`config.mk`:
```
export PLATFORM = sky130hd
export DESIGN_NAME = rpm_ctrl
export DESIGN_NICKNAME = d
export VERILOG_FILES = /design/src/hdl/rpm_pkg.sv /design/src/hdl/rpm_ctrl.sv
export SDC_FILE = /design/constraint.sdc
export NUM_CORES = 1
export LEC_CHECK = 0
export ABC_AREA = 1
export BUFFER_PORTS_ARGS = -buffer_cell sky130_fd_sc_hd__buf_2
export CAP_MARGIN = 20
export CELL_PAD_IN_SITES_DETAIL_PLACEMENT = 1
export CELL_PAD_IN_SITES_GLOBAL_PLACEMENT = 2
export CORE_ASPECT_RATIO = 1.25
export CORE_MARGIN = 5
export CORE_UTILIZATION = 20
export CTS_CLUSTER_DIAMETER = 150
export DETAILED_ROUTE_END_ITERATION = 8
export PLACE_DENSITY = 0.85
export SYNTH_ARGS = -nofsm -noshare
export SYNTH_HDL_FRONTEND = slang
export SYNTH_SLANG_ARGS = --single-unit
```
`constraint.sdc`:
```
create_clock -name clk -period 1.7 [get_ports clk]
set_input_delay 0.51 -clock clk [delete_from_list [all_inputs] [get_ports clk]]
set_output_delay 0.51 -clock clk [all_outputs]
set_load 0.005 [all_outputs]
```
`src/hdl/rpm_pkg.sv`:
```
package rpm_pkg;

  // Field widths of one item
  localparam int VAL_W   = 30;
  localparam int INDEX_W = 11;
  localparam int CFG_W   = 11;

  // Table geometry
  localparam int TABLE_DEPTH = 1024;
  localparam int ADDR_W      = $clog2(TABLE_DEPTH);
  localparam int PW          = ADDR_W + 1;
  localparam int CW          = (PW > INDEX_W) ? PW : INDEX_W;
  localparam int MCNT_W      = $clog2(VAL_W);

  localparam logic [VAL_W-1:0] PRIME = VAL_W'(1000000007);

  // Item actions
  localparam logic ACT_SET   = 1'b0;
  localparam logic ACT_QUERY = 1'b1;

  // Configuration register indexes
  localparam logic REG_ELEMENT_COUNT = 1'b0;

  typedef enum logic [4:0] {
    ST_CLEAR, ST_IDLE,
    ST_S_RD, ST_S_OLD, ST_S_INV, ST_S_FST, ST_S_FMW,
    ST_W_RD, ST_W_MST, ST_W_MW,
    ST_Q_RD, ST_Q_MST, ST_Q_MW, ST_Q_CHK, ST_Q_INV, ST_Q_FMW
  } state_t;

  // Operand pairs of the modular multiplier
  typedef enum logic [1:0] {
    MS_FACT,   // inverse of old value times new value, zeros taken as one
    MS_NODE,   // tree node times update factor
    MS_QACC,   // prefix accumulator times tree node
    MS_FINAL   // upper prefix times inverse of lower prefix
  } mul_sel_t;

  typedef enum logic {
    IS_OLD,
    IS_PREFIX
  } inv_sel_t;

  typedef struct packed {
    logic     clr_step;
    logic     accept;
    logic     ev_wr;
    logic     set_old;
    logic     f_one;
    logic     f_inv;
    logic     f_mul;
    logic     walk_wr;
    logic     pos_up;
    logic     q_acc;
    logic     pa_load;
    logic     phase_end;
    logic     mul_start;
    mul_sel_t mul_sel;
    logic     inv_start;
    inv_sel_t inv_sel;
    logic     emit_zero;
    logic     emit_mul;
  } cmd_t;

  typedef struct packed {
    logic clr_last;
    logic in_ok;
    logic old_nz;
    logic pos_top;
    logic pos_zero;
    logic mul_done;
    logic inv_done;
    logic cnt_ok;
  } stat_t;

endpackage

```
`src/hdl/rpm_ctrl.sv`:
```
module rpm_ctrl
  import rpm_pkg::*;
(
  input  logic  clk,
  input  logic  rst_n,
  input  logic  start,
  input  logic  in_action,
  input  stat_t stat,
  output cmd_t  cmd,
  output logic  busy
);

  state_t state_r, state_nxt;
  logic   phase_r, phase_nxt;

  // Next state
  always_comb begin
    state_nxt = state_r;
    phase_nxt = phase_r;
    unique case (state_r)
      ST_CLEAR: if (stat.clr_last) state_nxt = ST_IDLE;
      ST_IDLE: begin
        phase_nxt = 1'b0;
        if (start && stat.in_ok) begin
          state_nxt = (in_action == ACT_QUERY) ? ST_Q_RD : ST_S_RD;
        end
      end
      ST_S_RD:  state_nxt = ST_S_OLD;
      ST_S_OLD: state_nxt = stat.old_nz ? ST_S_INV : ST_S_FST;
      ST_S_INV: if (stat.inv_done) state_nxt = ST_S_FST;
      ST_S_FST: state_nxt = ST_S_FMW;
      ST_S_FMW: if (stat.mul_done) state_nxt = ST_W_RD;
      ST_W_RD:  state_nxt = ST_W_MST;
      ST_W_MST: state_nxt = ST_W_MW;
      ST_W_MW: begin
        if (stat.mul_done) state_nxt = stat.pos_top ? ST_IDLE : ST_W_RD;
      end
      ST_Q_RD: begin
        if (stat.pos_zero) begin
          if (phase_r) state_nxt = ST_Q_CHK;
          else phase_nxt = 1'b1;
        end else begin
          state_nxt = ST_Q_MST;
        end
      end
      ST_Q_MST: state_nxt = ST_Q_MW;
      ST_Q_MW:  if (stat.mul_done) state_nxt = ST_Q_RD;
      ST_Q_CHK: state_nxt = stat.cnt_ok ? ST_Q_INV : ST_IDLE;
      ST_Q_INV: if (stat.inv_done) state_nxt = ST_Q_FMW;
      ST_Q_FMW: if (stat.mul_done) state_nxt = ST_IDLE;
      default:  state_nxt = ST_IDLE;
    endcase
  end

  // Commands to the datapath
  always_comb begin
    cmd         = '0;
    cmd.mul_sel = MS_FACT;
    cmd.inv_sel = IS_OLD;
    unique case (state_r)
      ST_CLEAR: cmd.clr_step = 1'b1;
      ST_IDLE:  cmd.accept = start;
      ST_S_RD:  ;
      ST_S_OLD: begin
        cmd.ev_wr   = 1'b1;
        cmd.set_old = 1'b1;
        cmd.inv_start = stat.old_nz;
        cmd.f_one   = !stat.old_nz;
      end
      ST_S_INV: cmd.f_inv = stat.inv_done;
      ST_S_FST: cmd.mul_start = 1'b1;
      ST_S_FMW: cmd.f_mul = stat.mul_done;
      ST_W_RD:  ;
      ST_W_MST: begin
        cmd.mul_start = 1'b1;
        cmd.mul_sel   = MS_NODE;
      end
      ST_W_MW: begin
        cmd.mul_sel = MS_NODE;
        cmd.walk_wr = stat.mul_done;
        cmd.pos_up  = stat.mul_done;
      end
      ST_Q_RD: cmd.phase_end = stat.pos_zero && !phase_r;
      ST_Q_MST: begin
        cmd.mul_start = 1'b1;
        cmd.mul_sel   = MS_QACC;
        cmd.q_acc     = 1'b1;
      end
      ST_Q_MW: begin
        cmd.mul_sel = MS_QACC;
        cmd.pa_load = stat.mul_done;
      end
      ST_Q_CHK: begin
        cmd.inv_sel   = IS_PREFIX;
        cmd.inv_start = stat.cnt_ok;
        cmd.emit_zero = !stat.cnt_ok;
      end
      ST_Q_INV: begin
        cmd.inv_sel   = IS_PREFIX;
        cmd.mul_sel   = MS_FINAL;
        cmd.mul_start = stat.inv_done;
      end
      ST_Q_FMW: begin
        cmd.mul_sel  = MS_FINAL;
        cmd.emit_mul = stat.mul_done;
      end
      default: ;
    endcase
  end

  always_ff @(posedge clk) begin
    if (!rst_n) begin
      state_r <= ST_CLEAR;
      phase_r <= 1'b0;
    end else begin
      state_r <= state_nxt;
      phase_r <= phase_nxt;
    end
  end

  assign busy = (state_r != ST_IDLE);

endmodule
```
Word-level counts from Yosys, hierarchy flattened

Index checks and enable logic that the tools add are counted.

Register bits after elaboration: 6
Input port bits: 12
Output and inout port bits: 20
Word-level logic and storage cells: 74

Equal/unequal tests: 26
Multiplexer cells: 32
Reductions and logical operators: 14

Operators by type and width:

| operator             | count |
|---|---|
| $pmux W5 S16         | 1 |
| $mux W5              | 10 |
| $eq A5 B4 Y1 const B | 8 |
| $eq A5 B3 Y1 const B | 4 |
| $ne A2 B2 Y1 const B | 9 |
| $mux W1              | 12 |
| $eq A5 B2 Y1 const B | 2 |
| $reduce_and A9 Y1    | 1 |
| $mux W4              | 2 |
| $reduce_or A2 Y1     | 4 |
| $mux W3              | 2 |
| $pmux W1 S2          | 3 |
| $pmux W2 S3          | 1 |
| $eq A5 B1 Y1 const B | 1 |
| $logic_not A5 Y1     | 1 |
| $ne A5 B1 Y1 const B | 1 |
| $logic_not A1 Y1     | 3 |
| $ne A3 B3 Y1 const B | 1 |
| $reduce_or A3 Y1     | 1 |
| $logic_and A1 B1 Y1  | 2 |
| $mux W2              | 1 |
| $reduce_and A2 Y1    | 1 |
| $reduce_bool A2 Y1   | 1 |

Depth between registers and ports, before layout

Depth in word-level cells: 3
Depth in mapped cells: 12
Depth with buffers taken out: 11

Worst setup path after synthesis

OpenSTA, ideal clock, no wires.

Kind: register to output
Start: register state_r[0]
End: output cmd[11] (netlist name)
Data arrival time: 0.950 ns
Required time: 1.190 ns
Path slack: 0.240 ns
Stages on the path, launching flop included: 6
Buffers on the path: 1
Cell sequence: dfxtp_1 inv_2 nor2_4 nand2_1 nor2_1 buf_4

RTL lines:

| what                   | RTL line        | text |
|---|---|---|
| start, declared        | rpm_ctrl.sv:13  | `state_t state_r, state_nxt;` |
| start signal, assigned | rpm_ctrl.sv:116 | `state_r <= state_nxt;` |
| end, declared          | rpm_ctrl.sv:9   | `output cmd_t cmd,` |

==> reports/qor.csv <==
metric;value;unit
outcome;complete, but fails checks;
failing checks;setup timing;
register area;115;sq um
total negative slack;-0.222;ns
Sw Pwr;0.775;mW
Die ar.;4600;sq um
main combinational cell family by area after synthesis;simple AND/OR/NAND/NOR gates;
Max-slew headroom;0.840;
Final Instance Count excl. Fillers;216;
cell mode on critical path;nor2_4;
clock transition at the registers of the reported paths;0.03;ns
leak pwr;0.636;nW
Avg Cell Area, Syn;5.06;sq um
multiplexer share of the synthesized area;0;
DRT iter0 DRCs;26;
fillers;450;
placed insts;201;
Top Ports;32;
cell count after synthesis;132;
Critical Path Sink Type;output port;
post-synthesis register bit count;5;
Cell variety after synth;19;
Syn. warnings;0;
# rows;23;
CTS tree;yes;
Chip Height;74.6;um
Avg Vias per Cell;4.52;
critical path class;reg2out;
routed vias;976;
post-synth top area cell;nand2_1;
critical path arrival;1.24;ns
Mapped Nets;144;
hold_buf cts;0;
Final Util;0.342;
H-tree depth;1;
most common cell after layout, fill and taps aside;nand2_1;
Synth Area in Simple Gates;0.657;
Worst setup startpoint;state_r[1];
Final min period;1.75;ns
XOR/XNOR share of the synthesized area;0;
Worst-Margin Slew;0.239;ns
GPL Wtd Cong;0.811;
Place WS;0.0918;ns
Die Wd;61.7;um
vias in the first global route;968;
final slew viol count;0;
Final Hold Fails;0;
GR Util All Layers;0.120;
post-DP HPWL;2.20;mm
internal power;0.776;mW
Clock power frac;0.140;
nets;192;
multi-input combinational cell area;557;sq um
Worst-Skew Late Latency;0.22;ns
Routed Antenna Nets;0;
Core ar.;3220;sq um
Switching Fraction;0.500;
r2r worst-path depth;10;
Synth Area in Compound Gates;0.0599;
First-pass DRT Iterations;4;
Slowest-stage cell, CP;dfxtp_4;
Syn Std Cell Area;668;sq um
port buffer count;31;
Max-Cap Viols;0;
Area growth syn-to-layout;65.2;%
Hold Crit Class;reg2reg;
Critical Path, Cell by Cell;buf_6 -> nor2_4 -> nand2_2 -> nor2_4 -> buf_2;
RSZ-0062 raised after global routing;yes;
Min Hold Slack;0.442;ns
period utilisation layout;1.03;
Routed wire per std cell;12.7;um
crit-path max FO;6;
clk_skew;0.000141;ns
Post-Route WL;2.74;mm
final instance area;1100;sq um
share of layout cells above drive strength 1;0.486;
Max VDD drop;0.000687;V
leading post-synthesis cells by cell area;nand2_1 (26%), nor2_1 (18%), dfxtp_1 (15%);
crit path to;cmd[1];
Setup Viol. Count Final;6;
met2 routed WL;1.46;mm
PD cells;1410;nW/um^2
Max Fclk;570;MHz
met3 WL;109;um
Initial Util;0.207;
CP required;1.19;ns
Ant. Diodes;0;
DRC;0;
initial antenna violation count;0;
highest metal used;met4;
Sequential Power Share;0.170;
Slowest Stage Delay on Critical Path;0.35;ns
Num CTS Buffers;3;
RR Startpoint;state_r[1];
met1 wire length;1.16;mm
register area share after synthesis;0.150;
root buffer cell;clkbuf_8;
most frequent cells in the layout;nand2_1 (38), buf_2 (31), nor2_1 (25);
global-route wire length before repair;4.21;mm
CP Launch Type;register;
clk sinks;5;
Power Total;1.55;mW
Clock Path Buffers;2;
Synth top area share;0.258;
worst setup margin;-0.0539;ns
Comb pwr share;0.690;
Reg-to-Reg End;state_r[2];
post-synthesis adder-cell area fraction;0;
largest net degree at the start of global routing;8;
total grt overflow;0;
placed inst area;873;sq um
flop-to-flop setup slack;0.16;ns
==> flip-flops by register name, summed over array words and instances, names as in the netlist <==
signal   flops
phase_r      1
state_r      4
==> worst min-delay path by stage <==
stage                 start      end  depth (start not counted)  slack, ns
CTS                 phase_r  phase_r                          2       0.45
global route        phase_r  phase_r                          2       0.48
global placement    phase_r  phase_r                          2       0.44
floorplan           phase_r  phase_r                          2       0.43
detailed placement  phase_r  phase_r                          2       0.44
finish              phase_r  phase_r                          2       0.44
==> critical path: cells and delay by family (launching register included) <==
kind / cells / cell delay, ns
flip-flops: 1 / 0.35
AND/OR/NAND/NOR: 3 / 0.43
buffers and inverters: 2 / 0.25
==> synth_stat cells, drive strengths merged <==
| cell type | n |
|---|---|
| nand2 | 49 |
| nor2 | 40 |
| inv | 14 |
| nand3 | 7 |
| dfxtp | 5 |
| o21ai | 4 |
| buf | 3 |
| clkinv | 2 |
| nand3b | 2 |
| nand4 | 2 |
| a21oi | 1 |
| nor3 | 1 |
| o221ai | 1 |
| o22ai | 1 |
==> what timing repair did <==
action / 4_1_cts / 5_1_grt
buffers inserted: 3 / 8
resized for setup: 13 / 25
setup endpoints to repair: 19 / 16
pin swaps: 4 / 8
endpoints found under the hold margin: 0 / 0
==> final cells by class <==
cell class / instances / share of cell area
tap: 37 / 0.0420
clock buffer: 4 / 0.0408
multi-input combinational: 108 / 0.505
timing repair buffer: 46 / 0.246
inverter: 16 / 0.0624
sequential: 5 / 0.104
==> kinds of logic (layout without fill, tap and decap cells) <==
family,after synthesis,after routing
flops,5,5
simple gates,101,101
buf+inv,19,66
compound gates,7,7
==> layer usage <==
metal,GRT usage,vias to the layer above
li1,-,505
met1,0.149,449
met2,0.219,20
met3,0.0103,2
met4,0.0283,0
met5,0,-
==> power groups by stage <==
| stage | combinational [mW] | sequential [mW] | clock [mW] |
|---|---|---|---|
| after floorplan | 0.612 | 0.191 | 0 |
| after global placement | 0.866 | 0.211 | 0 |
| after detailed placement | 0.873 | 0.214 | 0 |
| after CTS | 0.928 | 0.235 | 0.224 |
| after global routing | 1.20 | 0.271 | 0.229 |
| final | 1.07 | 0.263 | 0.217 |
(Power assumes the default switching activity.)
